==> src/hdl/asc_pkg.sv <==
// Shared types, constants and helper functions of the alignment identity scorer.
`default_nettype none
package asc_pkg;

  localparam int CNT_W      = 24;
  localparam int FIELD_W    = 24;
  localparam int GAP_W      = 24;
  localparam int BASE_W     = 8;
  localparam int MG_W       = 7;
  localparam int ID_W       = 12;
  localparam int THR_W      = MG_W + 4;
  localparam int SUM_W      = ((CNT_W > GAP_W) ? CNT_W : GAP_W) + 1;
  localparam int GOOD_W     = CNT_W + 1;
  localparam int TOTAL_W    = CNT_W + 2;
  localparam int GAPS_W     = CNT_W + 1;
  localparam int DIFF_W     = CNT_W + 3;
  localparam int SCALE_W    = 11;
  localparam int PROD_W     = DIFF_W + SCALE_W - 1;
  localparam int NUM_W      = PROD_W + 1;
  localparam int DIV_CNT_W  = $clog2(NUM_W);

  localparam int APB_DATA_W = 32;
  localparam int ADDR_W     = 3;

  localparam logic [ADDR_W-1:0] ADDR_MIN_GOOD = ADDR_W'(0);
  localparam logic [ADDR_W-1:0] ADDR_CDNA     = ADDR_W'(4);

  localparam logic [MG_W-1:0] MIN_GOOD_RESET = MG_W'(90);

  localparam logic [CNT_W-1:0]         CNT_MAX       = '1;
  localparam logic [BASE_W-1:0]        BASE_UNKNOWN  = 8'h6E;
  localparam logic signed [SCALE_W-1:0] ID_SCALE     = 11'sd1000;
  localparam logic [NUM_W-1:0]         ID_HIGH_MAG   = NUM_W'(1000);
  localparam logic [NUM_W-1:0]         ID_LOW_MAG    = NUM_W'(2000);
  localparam logic [DIV_CNT_W-1:0]     DIV_LAST_STEP = DIV_CNT_W'(NUM_W - 1);

  typedef struct packed {
    logic accum;
    logic mul;
    logic num;
    logic step;
    logic finish;
  } ctrl_cmd_t;

  typedef struct packed {
    logic div_done;
    logic out_free;
  } dp_status_t;

  function automatic logic [CNT_W-1:0] sat_inc(input logic [CNT_W-1:0] acc);
    return (acc == CNT_MAX) ? acc : acc + 1'b1;
  endfunction

  function automatic logic [CNT_W-1:0] sat_add_gap(input logic [CNT_W-1:0] acc,
                                                   input logic [GAP_W-1:0] gap);
    logic [SUM_W-1:0] s;
    s = SUM_W'(acc) + SUM_W'(gap);
    return (s > SUM_W'(CNT_MAX)) ? CNT_MAX : s[CNT_W-1:0];
  endfunction

  function automatic logic [FIELD_W-1:0] to_field(input logic [CNT_W-1:0] acc);
    logic [CNT_W+FIELD_W-1:0] t;
    t = {{FIELD_W{1'b0}}, acc};
    return t[FIELD_W-1:0];
  endfunction

endpackage
`default_nettype wire

==> src/hdl/alignment_identity_scorer.sv <==
// Top level of the alignment identity scorer: register port, controller and datapath.
//
// Each transfer carries one aligned base pair and is taken while the input is not stalled.
// The transfer that carries last_pair closes the alignment: the counts are frozen, the
// counters restart, and the input stalls while the identity is formed (a multiply step, a
// numerator step, the bit-serial divider, then the load of the result register). A waiting
// result does not hold the input once the result register is loaded; a second closing
// transfer waits only until that register frees.
`default_nettype none
module alignment_identity_scorer
  import asc_pkg::*;
(
  input  logic                   clk,
  input  logic                   rst,
  input  logic                   psel,
  input  logic                   penable,
  input  logic                   pwrite,
  input  logic [ADDR_W-1:0]      paddr,
  input  logic [APB_DATA_W-1:0]  pwdata,
  output logic [APB_DATA_W-1:0]  prdata,
  output logic                   pready,
  input  logic                   in_valid,
  output logic                   in_stall,
  input  logic [BASE_W-1:0]      query_base,
  input  logic [BASE_W-1:0]      target_base,
  input  logic                   target_masked,
  input  logic                   block_first,
  input  logic [GAP_W-1:0]       query_gap,
  input  logic [GAP_W-1:0]       target_gap,
  input  logic                   last_pair,
  output logic                   out_valid,
  input  logic                   out_stall,
  output logic [FIELD_W-1:0]     match_total,
  output logic [FIELD_W-1:0]     mismatch_total,
  output logic [FIELD_W-1:0]     repeat_match_total,
  output logic [FIELD_W-1:0]     unknown_total,
  output logic [FIELD_W-1:0]     query_insert_count,
  output logic [FIELD_W-1:0]     query_insert_bases,
  output logic [FIELD_W-1:0]     target_insert_count,
  output logic [FIELD_W-1:0]     target_insert_bases,
  output logic signed [ID_W-1:0] identity_permille,
  output logic                   accepted
);

  logic [MG_W-1:0] min_good_percent;
  logic            cdna_mode;
  logic            wr_en;
  ctrl_cmd_t       cmd;
  dp_status_t      status;

  assign pready = 1'b1;
  assign wr_en  = psel && penable && pwrite;

  always_ff @(posedge clk) begin
    if (rst) begin
      min_good_percent <= MIN_GOOD_RESET;
      cdna_mode        <= 1'b0;
    end else if (wr_en) begin
      if (paddr == ADDR_MIN_GOOD) begin
        min_good_percent <= pwdata[MG_W-1:0];
      end
      if (paddr == ADDR_CDNA) begin
        cdna_mode <= pwdata[0];
      end
    end
  end

  always_comb begin
    prdata = '0;
    if (paddr == ADDR_MIN_GOOD) begin
      prdata = APB_DATA_W'(min_good_percent);
    end else if (paddr == ADDR_CDNA) begin
      prdata = APB_DATA_W'(cdna_mode);
    end
  end

  asc_ctrl u_ctrl (
    .clk       (clk),
    .rst       (rst),
    .in_valid  (in_valid),
    .last_pair (last_pair),
    .status    (status),
    .in_stall  (in_stall),
    .cmd       (cmd)
  );

  asc_dpath u_dpath (
    .clk                 (clk),
    .rst                 (rst),
    .cmd                 (cmd),
    .status              (status),
    .query_base          (query_base),
    .target_base         (target_base),
    .target_masked       (target_masked),
    .block_first         (block_first),
    .query_gap           (query_gap),
    .target_gap          (target_gap),
    .last_pair           (last_pair),
    .min_good_percent    (min_good_percent),
    .cdna_mode           (cdna_mode),
    .out_valid           (out_valid),
    .out_stall           (out_stall),
    .match_total         (match_total),
    .mismatch_total      (mismatch_total),
    .repeat_match_total  (repeat_match_total),
    .unknown_total       (unknown_total),
    .query_insert_count  (query_insert_count),
    .query_insert_bases  (query_insert_bases),
    .target_insert_count (target_insert_count),
    .target_insert_bases (target_insert_bases),
    .identity_permille   (identity_permille),
    .accepted            (accepted)
  );

endmodule
`default_nettype wire

==> src/hdl/asc_ctrl.sv <==
// Control state machine that sequences accumulation, identity division and result hand-off.
`default_nettype none
module asc_ctrl
  import asc_pkg::*;
(
  input  logic       clk,
  input  logic       rst,
  input  logic       in_valid,
  input  logic       last_pair,
  input  dp_status_t status,
  output logic       in_stall,
  output ctrl_cmd_t  cmd
);

  localparam logic [2:0] S_IDLE = 3'd0;
  localparam logic [2:0] S_MUL  = 3'd1;
  localparam logic [2:0] S_NUM  = 3'd2;
  localparam logic [2:0] S_DIV  = 3'd3;
  localparam logic [2:0] S_DONE = 3'd4;

  logic [2:0] state;
  logic [2:0] state_next;

  always_comb begin
    cmd        = '0;
    state_next = state;
    unique case (state)
      S_IDLE: begin
        cmd.accum = in_valid;
        if (in_valid && last_pair) begin
          state_next = S_MUL;
        end
      end
      S_MUL: begin
        cmd.mul    = 1'b1;
        state_next = S_NUM;
      end
      S_NUM: begin
        cmd.num    = 1'b1;
        state_next = S_DIV;
      end
      S_DIV: begin
        cmd.step = 1'b1;
        if (status.div_done) begin
          state_next = S_DONE;
        end
      end
      S_DONE: begin
        if (status.out_free) begin
          cmd.finish = 1'b1;
          state_next = S_IDLE;
        end
      end
      default: begin
        state_next = S_IDLE;
      end
    endcase
  end

  assign in_stall = (state != S_IDLE);

  always_ff @(posedge clk) begin
    if (rst) begin
      state <= S_IDLE;
    end else begin
      state <= state_next;
    end
  end

`ifndef NO_ASSERTIONS
  a_last_stalls: assert property (@(posedge clk) disable iff (rst)
    (cmd.accum && last_pair) |=> in_stall)
    else $error("input not stalled after a closing transfer");
`endif

endmodule
`default_nettype wire

==> src/hdl/asc_dpath.sv <==
// Datapath: saturating counters, identity numerator, bit-serial divider and result register.
`default_nettype none
module asc_dpath
  import asc_pkg::*;
(
  input  logic                     clk,
  input  logic                     rst,
  input  ctrl_cmd_t                cmd,
  output dp_status_t               status,
  input  logic [BASE_W-1:0]        query_base,
  input  logic [BASE_W-1:0]        target_base,
  input  logic                     target_masked,
  input  logic                     block_first,
  input  logic [GAP_W-1:0]         query_gap,
  input  logic [GAP_W-1:0]         target_gap,
  input  logic                     last_pair,
  input  logic [MG_W-1:0]          min_good_percent,
  input  logic                     cdna_mode,
  output logic                     out_valid,
  input  logic                     out_stall,
  output logic [FIELD_W-1:0]       match_total,
  output logic [FIELD_W-1:0]       mismatch_total,
  output logic [FIELD_W-1:0]       repeat_match_total,
  output logic [FIELD_W-1:0]       unknown_total,
  output logic [FIELD_W-1:0]       query_insert_count,
  output logic [FIELD_W-1:0]       query_insert_bases,
  output logic [FIELD_W-1:0]       target_insert_count,
  output logic [FIELD_W-1:0]       target_insert_bases,
  output logic signed [ID_W-1:0]   identity_permille,
  output logic                     accepted
);

  logic [CNT_W-1:0] match_acc, mismatch_acc, repeat_acc, unknown_acc;
  logic [CNT_W-1:0] qcnt_acc, qbases_acc, tcnt_acc, tbases_acc;
  logic [CNT_W-1:0] match_next, mismatch_next, repeat_next, unknown_next;
  logic [CNT_W-1:0] qcnt_next, qbases_next, tcnt_next, tbases_next;

  logic [CNT_W-1:0] snap_match, snap_mismatch, snap_repeat, snap_unknown;
  logic [CNT_W-1:0] snap_qcnt, snap_qbases, snap_tcnt, snap_tbases;

  logic is_unknown;
  logic is_equal;
  logic qgap_hit;
  logic tgap_hit;

  logic [GOOD_W-1:0]        good;
  logic [TOTAL_W-1:0]       total_next;
  logic [GAPS_W-1:0]        gaps;
  logic signed [DIFF_W-1:0] diff;
  logic signed [PROD_W-1:0] prod_next;
  logic signed [PROD_W-1:0] prod_q;
  logic [TOTAL_W-1:0]       total_q;
  logic signed [NUM_W-1:0]  num;
  logic [NUM_W-1:0]         mag;

  logic [NUM_W-1:0]     quo;
  logic [TOTAL_W-1:0]   rem;
  logic                 neg;
  logic [DIV_CNT_W-1:0] div_cnt;
  logic [TOTAL_W:0]     rem_shift;
  logic [TOTAL_W:0]     rem_sub;

  logic                   total_nz;
  logic [ID_W-1:0]        id_mag;
  logic signed [ID_W-1:0] id_val;
  logic [THR_W-1:0]       thr;
  logic                   acc_flag;

  assign is_unknown = (query_base == BASE_UNKNOWN) || (target_base == BASE_UNKNOWN);
  assign is_equal   = (query_base == target_base);
  assign qgap_hit   = block_first && (query_gap != '0);
  assign tgap_hit   = block_first && (target_gap != '0);

  always_comb begin
    match_next    = (!is_unknown && is_equal && !target_masked) ? sat_inc(match_acc)
                                                                : match_acc;
    repeat_next   = (!is_unknown && is_equal && target_masked) ? sat_inc(repeat_acc)
                                                               : repeat_acc;
    mismatch_next = (!is_unknown && !is_equal) ? sat_inc(mismatch_acc) : mismatch_acc;
    unknown_next  = is_unknown ? sat_inc(unknown_acc) : unknown_acc;
    qcnt_next     = qgap_hit ? sat_inc(qcnt_acc) : qcnt_acc;
    qbases_next   = qgap_hit ? sat_add_gap(qbases_acc, query_gap) : qbases_acc;
    tcnt_next     = tgap_hit ? sat_inc(tcnt_acc) : tcnt_acc;
    tbases_next   = tgap_hit ? sat_add_gap(tbases_acc, target_gap) : tbases_acc;
  end

  always_ff @(posedge clk) begin
    if (rst) begin
      match_acc    <= '0;
      mismatch_acc <= '0;
      repeat_acc   <= '0;
      unknown_acc  <= '0;
      qcnt_acc     <= '0;
      qbases_acc   <= '0;
      tcnt_acc     <= '0;
      tbases_acc   <= '0;
    end else if (cmd.accum) begin
      if (last_pair) begin
        match_acc    <= '0;
        mismatch_acc <= '0;
        repeat_acc   <= '0;
        unknown_acc  <= '0;
        qcnt_acc     <= '0;
        qbases_acc   <= '0;
        tcnt_acc     <= '0;
        tbases_acc   <= '0;
      end else begin
        match_acc    <= match_next;
        mismatch_acc <= mismatch_next;
        repeat_acc   <= repeat_next;
        unknown_acc  <= unknown_next;
        qcnt_acc     <= qcnt_next;
        qbases_acc   <= qbases_next;
        tcnt_acc     <= tcnt_next;
        tbases_acc   <= tbases_next;
      end
    end
  end

  always_ff @(posedge clk) begin
    if (cmd.accum && last_pair) begin
      snap_match    <= match_next;
      snap_mismatch <= mismatch_next;
      snap_repeat   <= repeat_next;
      snap_unknown  <= unknown_next;
      snap_qcnt     <= qcnt_next;
      snap_qbases   <= qbases_next;
      snap_tcnt     <= tcnt_next;
      snap_tbases   <= tbases_next;
    end
  end

  // The identity numerator is 1000 * (good - 2 * gaps) + total / 2.
  always_comb begin
    good       = GOOD_W'(snap_match) + GOOD_W'(snap_repeat);
    total_next = TOTAL_W'(good) + TOTAL_W'(snap_mismatch);
    gaps       = GAPS_W'(snap_qcnt) + (cdna_mode ? '0 : GAPS_W'(snap_tcnt));
    diff       = $signed({2'b00, good}) - $signed({1'b0, gaps, 1'b0});
    prod_next  = PROD_W'(diff) * PROD_W'(ID_SCALE);
    num        = NUM_W'(prod_q) + NUM_W'({1'b0, total_q[TOTAL_W-1:1]});
    mag        = num[NUM_W-1] ? (NUM_W'(0) - num) : num;
  end

  always_ff @(posedge clk) begin
    if (cmd.mul) begin
      prod_q  <= prod_next;
      total_q <= total_next;
    end
  end

  // Restoring division, one quotient bit per cycle.
  assign rem_shift = {rem, quo[NUM_W-1]};
  assign rem_sub   = rem_shift - {1'b0, total_q};

  always_ff @(posedge clk) begin
    if (cmd.num) begin
      quo     <= mag;
      rem     <= '0;
      neg     <= num[NUM_W-1];
      div_cnt <= DIV_LAST_STEP;
    end else if (cmd.step) begin
      if (!rem_sub[TOTAL_W]) begin
        rem <= rem_sub[TOTAL_W-1:0];
        quo <= {quo[NUM_W-2:0], 1'b1};
      end else begin
        rem <= rem_shift[TOTAL_W-1:0];
        quo <= {quo[NUM_W-2:0], 1'b0};
      end
      div_cnt <= div_cnt - 1'b1;
    end
  end

  assign status.div_done = (div_cnt == '0);
  assign status.out_free = !out_valid || !out_stall;

  always_comb begin
    total_nz = (total_q != '0);
    if (!total_nz) begin
      id_mag = '0;
      id_val = '0;
    end else if (neg) begin
      id_mag = (quo > ID_LOW_MAG) ? ID_LOW_MAG[ID_W-1:0] : quo[ID_W-1:0];
      id_val = $signed(ID_W'(0) - id_mag);
    end else begin
      id_mag = (quo > ID_HIGH_MAG) ? ID_HIGH_MAG[ID_W-1:0] : quo[ID_W-1:0];
      id_val = $signed(id_mag);
    end
    thr      = THR_W'({min_good_percent, 3'b000}) + THR_W'({min_good_percent, 1'b0});
    acc_flag = total_nz && ($signed({id_val[ID_W-1], id_val}) >= $signed({2'b00, thr}));
  end

  always_ff @(posedge clk) begin
    if (rst) begin
      out_valid <= 1'b0;
    end else if (cmd.finish) begin
      out_valid <= 1'b1;
    end else if (!out_stall) begin
      out_valid <= 1'b0;
    end
  end

  always_ff @(posedge clk) begin
    if (cmd.finish) begin
      match_total         <= to_field(snap_match);
      mismatch_total      <= to_field(snap_mismatch);
      repeat_match_total  <= to_field(snap_repeat);
      unknown_total       <= to_field(snap_unknown);
      query_insert_count  <= to_field(snap_qcnt);
      query_insert_bases  <= to_field(snap_qbases);
      target_insert_count <= to_field(snap_tcnt);
      target_insert_bases <= to_field(snap_tbases);
      identity_permille   <= id_val;
      accepted            <= acc_flag;
    end
  end

`ifndef NO_ASSERTIONS
  a_finish_valid: assert property (@(posedge clk) disable iff (rst)
    cmd.finish |=> out_valid)
    else $error("result register not loaded after finish");
  a_id_range: assert property (@(posedge clk) disable iff (rst)
    out_valid |-> (identity_permille >= -12'sd2000 && identity_permille <= 12'sd1000))
    else $error("identity outside its clamped range");
  a_accept_sign: assert property (@(posedge clk) disable iff (rst)
    (out_valid && accepted) |-> !identity_permille[ID_W-1])
    else $error("accepted alignment with negative identity");
  a_clear_after_last: assert property (@(posedge clk) disable iff (rst)
    (cmd.accum && last_pair) |=> (match_acc == '0 && unknown_acc == '0 && qcnt_acc == '0))
    else $error("counters not cleared after a closing transfer");
`endif

endmodule
`default_nettype wire
==> config.mk <==
export PLATFORM = sky130hd
export DESIGN_NAME = alignment_identity_scorer
export DESIGN_NICKNAME = d
export VERILOG_FILES = /design/src/hdl/asc_pkg.sv /design/src/hdl/alignment_identity_scorer.sv /design/src/hdl/asc_ctrl.sv /design/src/hdl/asc_dpath.sv
export SDC_FILE = /design/constraint.sdc
export NUM_CORES = 2
export LEC_CHECK = 0
export BUFFER_PORTS_ARGS = -buffer_cell sky130_fd_sc_hd__buf_2
export CORE_MARGIN = 3
export CORE_UTILIZATION = 40
export CTS_CLUSTER_DIAMETER = 80
export DETAILED_ROUTE_END_ITERATION = 6
export PLACE_DENSITY = 0.64
export RECOVER_POWER = 50
export SYNTH_ARGS = -nofsm -noshare
export SYNTH_HDL_FRONTEND = slang
export SYNTH_SLANG_ARGS = --single-unit
==> constraint.sdc <==
create_clock -name clk -period 21.5 [get_ports clk]
set_clock_uncertainty 0.05 [all_clocks]
set_input_delay 2.15 -clock clk [delete_from_list [all_inputs] [get_ports clk]]
set_output_delay 2.15 -clock clk [all_outputs]
set_load 0.02 [all_outputs]
==> Word level (Yosys, flattened, before mapping) <==
Index checks and enable logic that the tools add are counted.
{ "word_totals": {"regBits": 732, "latch_bits": 0, "ram_bits": 0, "rom_bits": 0, "out_inout_bits": 240, "elab_cells": 155, "memories": 0} }
{ "op_classes": {"n_addsub": 18, "mul": 1, "div": 0, "n_lt_le_gt_ge": 5, "n_eq_ne": 18, "shifts": 0, "muxes": 48, "bitwise": 0, "reduce_logical": 29} }
{ "ops": {"columns": ["operator", "count"], "rows": [
  ["24-bit 2-to-1 mux", 25],
  ["24-bit by 1-bit adder with 24-bit output (second input constant)", 6],
  ["24-bit equality test (second input constant)", 6],
  ["38-bit 2-to-1 mux", 3],
  ["24-bit by 24-bit adder with 25-bit output", 3],
  ["25-bit by 24-bit > comparator with 1-bit output (second input constant)", 2],
  ["12-bit 2-to-1 mux", 4],
  ["24-bit nonzero test", 2],
  ["37-bit by 26-bit adder with 38-bit output", 1],
  ["38-bit by 10-bit > comparator with 1-bit output (second input constant)", 1],
  ["38-bit by 11-bit > comparator with 1-bit output (second input constant)", 1],
  ["1-bit by 38-bit subtractor with 38-bit output (first input constant)", 1],
  ["27-bit by 8-bit multiplier with 34-bit output (second input constant)", 1],
  ["25-bit by 26-bit subtractor with 27-bit output", 1],
  ["27-bit by 26-bit subtractor with 27-bit output", 1],
  ["25-bit by 24-bit adder with 26-bit output", 1],
  ["26-bit 2-to-1 mux", 1],
  ["26-bit nonzero test", 1],
  ["24-bit by 25-bit adder with 25-bit output", 1],
  ["8-bit by 7-bit equality test with 1-bit output (second input constant)", 2],
  ["3-bit one-hot mux with 5 select lines", 1],
  ["12-bit >= comparator", 1],
  ["1-bit by 12-bit subtractor with 12-bit output (first input constant)", 1],
  ["10-bit by 8-bit adder with 11-bit output", 1],
  ["other kinds (19)", 51]
]} }

==> Longest topological paths before layout <==
{ "depth": {"ltp_word": 7, "depth_mapped": 42} }

==> Hierarchy <==
A second synthesis with hierarchy kept.
{ "hier_totals": {"cells_unflattened": 4265, "area_unflattened_um2": 44217.4} }
{ "by_module_without_submodules": {"columns": ["module", "n_inst", "cells_each", "area_each_um2", "seq_area_each_um2"], "rows": [
  ["asc_dpath", 1, 4169, 43400.4, 19398.6],
  ["alignment_identity_scorer", 1, 72, 613.1, 160.2],
  ["asc_ctrl", 1, 24, 203.9, 60.1]
]} }

==> Least setup slack after synthesis <==
OpenSTA, ideal clock, no wires.
{ "synth_path": {"path_kind": "input-to-reg", "startpoint": "input port out_stall", "endpoint": "register u_dpath.accepted, enable pin", "setup_time_ns": 0.838, "arrival_time_ns": 12.004, "t_required_ns": 20.612, "path_slack_ns": 8.608, "path_stages": 1, "n_path_buf": 0, "cell_sequence": "a21oi_1"} }
{ "synth_between": {"elab_chain_cells": 4} }
{ "synth_rtl": {"columns": ["element", "line_no", "text"], "rows": [
  ["start, declared", "alignment_identity_scorer.sv:32", "input logic out_stall,"],
  ["1-bit logical NOT", "asc_dpath.sv:174", "assign status.out_free = !out_valid || !out_stall;"],
  ["1-bit logical OR", "asc_dpath.sv:174", null],
  ["1-bit 2-to-1 mux", "asc_ctrl.sv:49", "if (status.out_free) begin"],
  ["1-bit 2-to-1 mux", "asc_ctrl.sv:27", "unique case (state)"],
  ["end signal, assigned", "asc_dpath.sv:213", "accepted <= acc_flag;"],
  ["end, declared", "asc_dpath.sv:30", "output logic accepted"]
]} }
No other way between the ends.
A chain may end at the register's enable or synchronous reset.

==> impl_metrics.csv <==
group,metric,value,unit
routing,detail_route.wl_per_cell,18.7,µm
outcome,failed_checks,"capacitance limit, slew limit",
hold_path,hold_end,"u_dpath.target_insert_bases[2]",
critical_path,kind_of_capture_point_of_the_worst_setup_path,"register",
critical_path,rrSetupSlack,11.31,ns
final_layout,num-nets-final,5115,
global_route,grt-ovfl-total,0,
clock_tree,cts-buffers-inserted,82,
die,fp.coreArea,0.109,mm²
critical_path,critical_path.reg2reg.startpoint,"u_ctrl.state[0]",
outcome,outcome,"finished, violations left",
global_route,grt_pass1_vias,31801,
synthesis,synth.ff_latch_count,732,
timing,setup_repair_after_global_routing_missed_its_margin,"no",
routing,drtPass1Iterations,5,
critical_path,slowest_delay,5.88,ns
global_route,pin_count_of_the_biggest_net_entering_global_routing,144,
clock_tree,root_buffer,"sky130_fd_sc_hd__clkbuf_16",
die,die_area,0.114,mm²
placement,buffer_ports.inserted,297,
placement,last_weighted_congestion_value_of_the_routability_driven_placer,0.887,
timing,timing.final.crit_share,52.0,%
clock_tree,clkSinkCount,732,
global_route,number_of_antenna_violations_at_the_first_check_in_global_routing,7,
global_route,wire_length_of_the_first_global_routing_pass,178,mm
clock_tree,number_of_resized_instances_in_the_post_cts_repair_step,0,
routing,routed_via_density,5.38,
clock_tree,cts_tree,"done",
final_layout,fillerInstances,10341,
timing,setup_violations_final,0,
critical_path,r2r_end,"u_dpath.target_insert_count[13]",
timing,fmax,0.0895,GHz
critical_path,crit_slowest_cell,"sky130_fd_sc_hd__clkbuf_1",
synthesis,ys_seq_area_share,44.6,%
synthesis,synth.yosys.warnings,0,
timing,timing.final.crit_period,11.17,ns
routing,number_of_vias_after_detailed_routing,32833,
clock_tree,postCtsHoldBufs,0,
timing,worst_slew_pin_slew,8.33,ns
critical_path,timing.critical_path.required,21.47,ns
final_layout,layout_commonest_cell,"sky130_fd_sc_hd__edfxtp_1",
placement,hpwl,84.5,mm
timing,final.hold.worst_slack,0.366,ns
hold_path,min_path_cells,0,
die,ios,349,
routing,route.antenna.remaining_nets,0,
critical_path,worst_ep_arrival_time,11.14,ns
final_layout,layout-drive-gt1-share,5.89,%
routing,drc,0,
clock_tree,post_cts_buffers,0,
die,die-height,338,µm
die,dieWidth,338,µm
critical_path,crit_path_frequent_cell,"sky130_fd_sc_hd__clkbuf_1",
clock_tree,worstSkewPairLatency,0.67,ns
hold_path,min_from,"u_dpath.snap_tbases[2]",
clock_tree,cts_max_level,3,
synthesis,synth_enable_flop_cells,496,
synthesis,netlist_area,0.0440,mm²
critical_path,timing_worst_setup_path_type,"primary input to register",
die,row_count,121,
critical_path,rr_worst_depth,5,
critical_path,crit_path_cell_trace,"clkbuf_1 > a21oi_4 > clkbuf_1 > clkbuf_1",
critical_path,timing.critical_path.fanout_max,143,
synthesis,async_reset_ff_share,0,%
routing,drt_wirelength,114,mm
timing,timing.final.max_slew_violations,746,
final_layout,areaGrowthSynthToFinish,12.2,%
flow_run,max_cap_viol_count,11,
final_layout,layout_common_cells,"sky130_fd_sc_hd__edfxtp_1, sky130_fd_sc_hd__nor2_1, sky130_fd_sc_hd__a21oi_1, sky130_fd_sc_hd__inv_1, sky130_fd_sc_hd__ha_1",
synthesis,post_synth_inst_count,4348,
critical_path,startpoint_class,"primary input",
synthesis,synthDistinctLibCells,90,
synthesis,synthFlopType,"sky130_fd_sc_hd__edfxtp_1",
die,initial_core_util,40.4,%
clock_tree,clk_pin_slew_worst_paths,0.06,ns
timing,total_negative_slack,0,ns
routing,number_of_drc_markers_in_iteration_0,2172,
global_route,global_route.usage.total,19.8,%
timing,hold_violations,0,
timing,timing.max_slew.rel_slack,-455,%
clock_tree,clock_tree.buffer_depth,3,
synthesis,syn_area_per_cell,10.1,µm²
hold_path,min-delay-path-class,"register to register",
-- per-stage QoR --
step | utilization (%) | instance area, µm² | instances | setup slack (ns)
after floorplan | - | 44100 | 4373 | 8.61
after global placement | 43.0 | 46900 | 5945 | 11.87
after detailed placement | 43.0 | 46900 | 5945 | 11.87
after CTS | 45.6 | 49700 | 6099 | 11.79
after global routing | 45.3 | 49400 | 6099 | 9.24
final | 45.3 | 49400 | 6102 | 10.33
-- routing by layer --
metal | wire, µm | vias up | track usage [%]
met5 | 0 | - | 0
met4 | 4220 | 0 | 7.28
met3 | 6740 | 197 | 3.88
met2 | 52700 | 819 | 32.4
met1 | 50200 | 15672 | 26.0
li1 | - | 16145 | -
-- logic make-up after synthesis --
family | count (synthesis) | synth area share (%)
other | 2 | 0.0171
AND/OR/NAND/NOR | 1232 | 13.6
buffers and inverters | 466 | 4.20
adder cells (fa/ha/maj) | 396 | 13.0
multiplexers | 38 | 0.882
XOR/XNOR | 410 | 8.26
flip-flops | 732 | 44.6
AO/OA/AOI/OAI | 1072 | 15.5
-- layout make-up --
| type | count | area [µm²] | share of cell area, % |
|---|---|---|---|
| inverter | 299 | 1120 | 2.27 |
| timing repair buffer | 325 | 1390 | 2.81 |
| tap | 1414 | 1770 | 3.58 |
| sequential | 732 | 19600 | 39.7 |
| clock inverter | 42 | 528 | 1.07 |
| antenna | 3 | 7.51 | 0.0152 |
| multi-input combinational | 3175 | 22700 | 46.0 |
| clock buffer | 112 | 2240 | 4.55 |
-- flip-flops by register name, indices dropped and copies added (netlist names), 26 cells and up --
register and cells:
u_dpath.prod_q 34, u_dpath.quo 38, u_dpath.rem 26, u_dpath.total_q 26
-- synthesized netlist by cell type, types with 43 or more instances --
cell type                  number  area [µm²]
sky130_fd_sc_hd__nor2_1       389        1460
sky130_fd_sc_hd__nor2b_1       57         357
sky130_fd_sc_hd__nand3_1      101         505
sky130_fd_sc_hd__edfxtp_1     496       14900
sky130_fd_sc_hd__ha_1         290        3630
sky130_fd_sc_hd__nand2b_1      47         294
sky130_fd_sc_hd__inv_1        297        1110
sky130_fd_sc_hd__a22oi_1      102         766
sky130_fd_sc_hd__fa_1         101        2020
sky130_fd_sc_hd__a21o_1       102         766
sky130_fd_sc_hd__nand4_1       43         269
sky130_fd_sc_hd__clkbuf_1     136         510
sky130_fd_sc_hd__xor2_1       154        1350
sky130_fd_sc_hd__nor4_1        45         282
sky130_fd_sc_hd__dfxtp_1      236        4720
sky130_fd_sc_hd__and3_1        64         400
sky130_fd_sc_hd__nor3_1        91         455
sky130_fd_sc_hd__a21oi_1      300        1500
sky130_fd_sc_hd__nand2_1      257         965
sky130_fd_sc_hd__xnor2_1      252        2210
sky130_fd_sc_hd__o21ai_0      261        1310
-- worst max-delay path, delay by kind of cell --
| kind | cells | cell delay (ns) |
|---|---|---|
| buf+inv | 3 | 8.53 |
| compound gates | 1 | 0.15 |
-- how the worst max path moves through the flow --
stage,start,end,slack (ns),cells after the start
after detailed placement,u_dpath.snap_repeat[0],u_dpath.prod_q[35],11.87,42
final,out_stall,u_dpath.target_insert_count[13],10.33,4
after global placement,u_dpath.snap_repeat[0],u_dpath.prod_q[35],11.87,42
after CTS,u_dpath.snap_repeat[0],u_dpath.prod_q[35],11.79,42
after floorplan,out_stall,u_dpath.accepted,8.61,1
after global routing,out_stall,u_dpath.query_insert_count[18],9.24,4
Power is not shown: default switching activity piles up to over one toggle a cycle in this logic, so the estimate is an artifact.
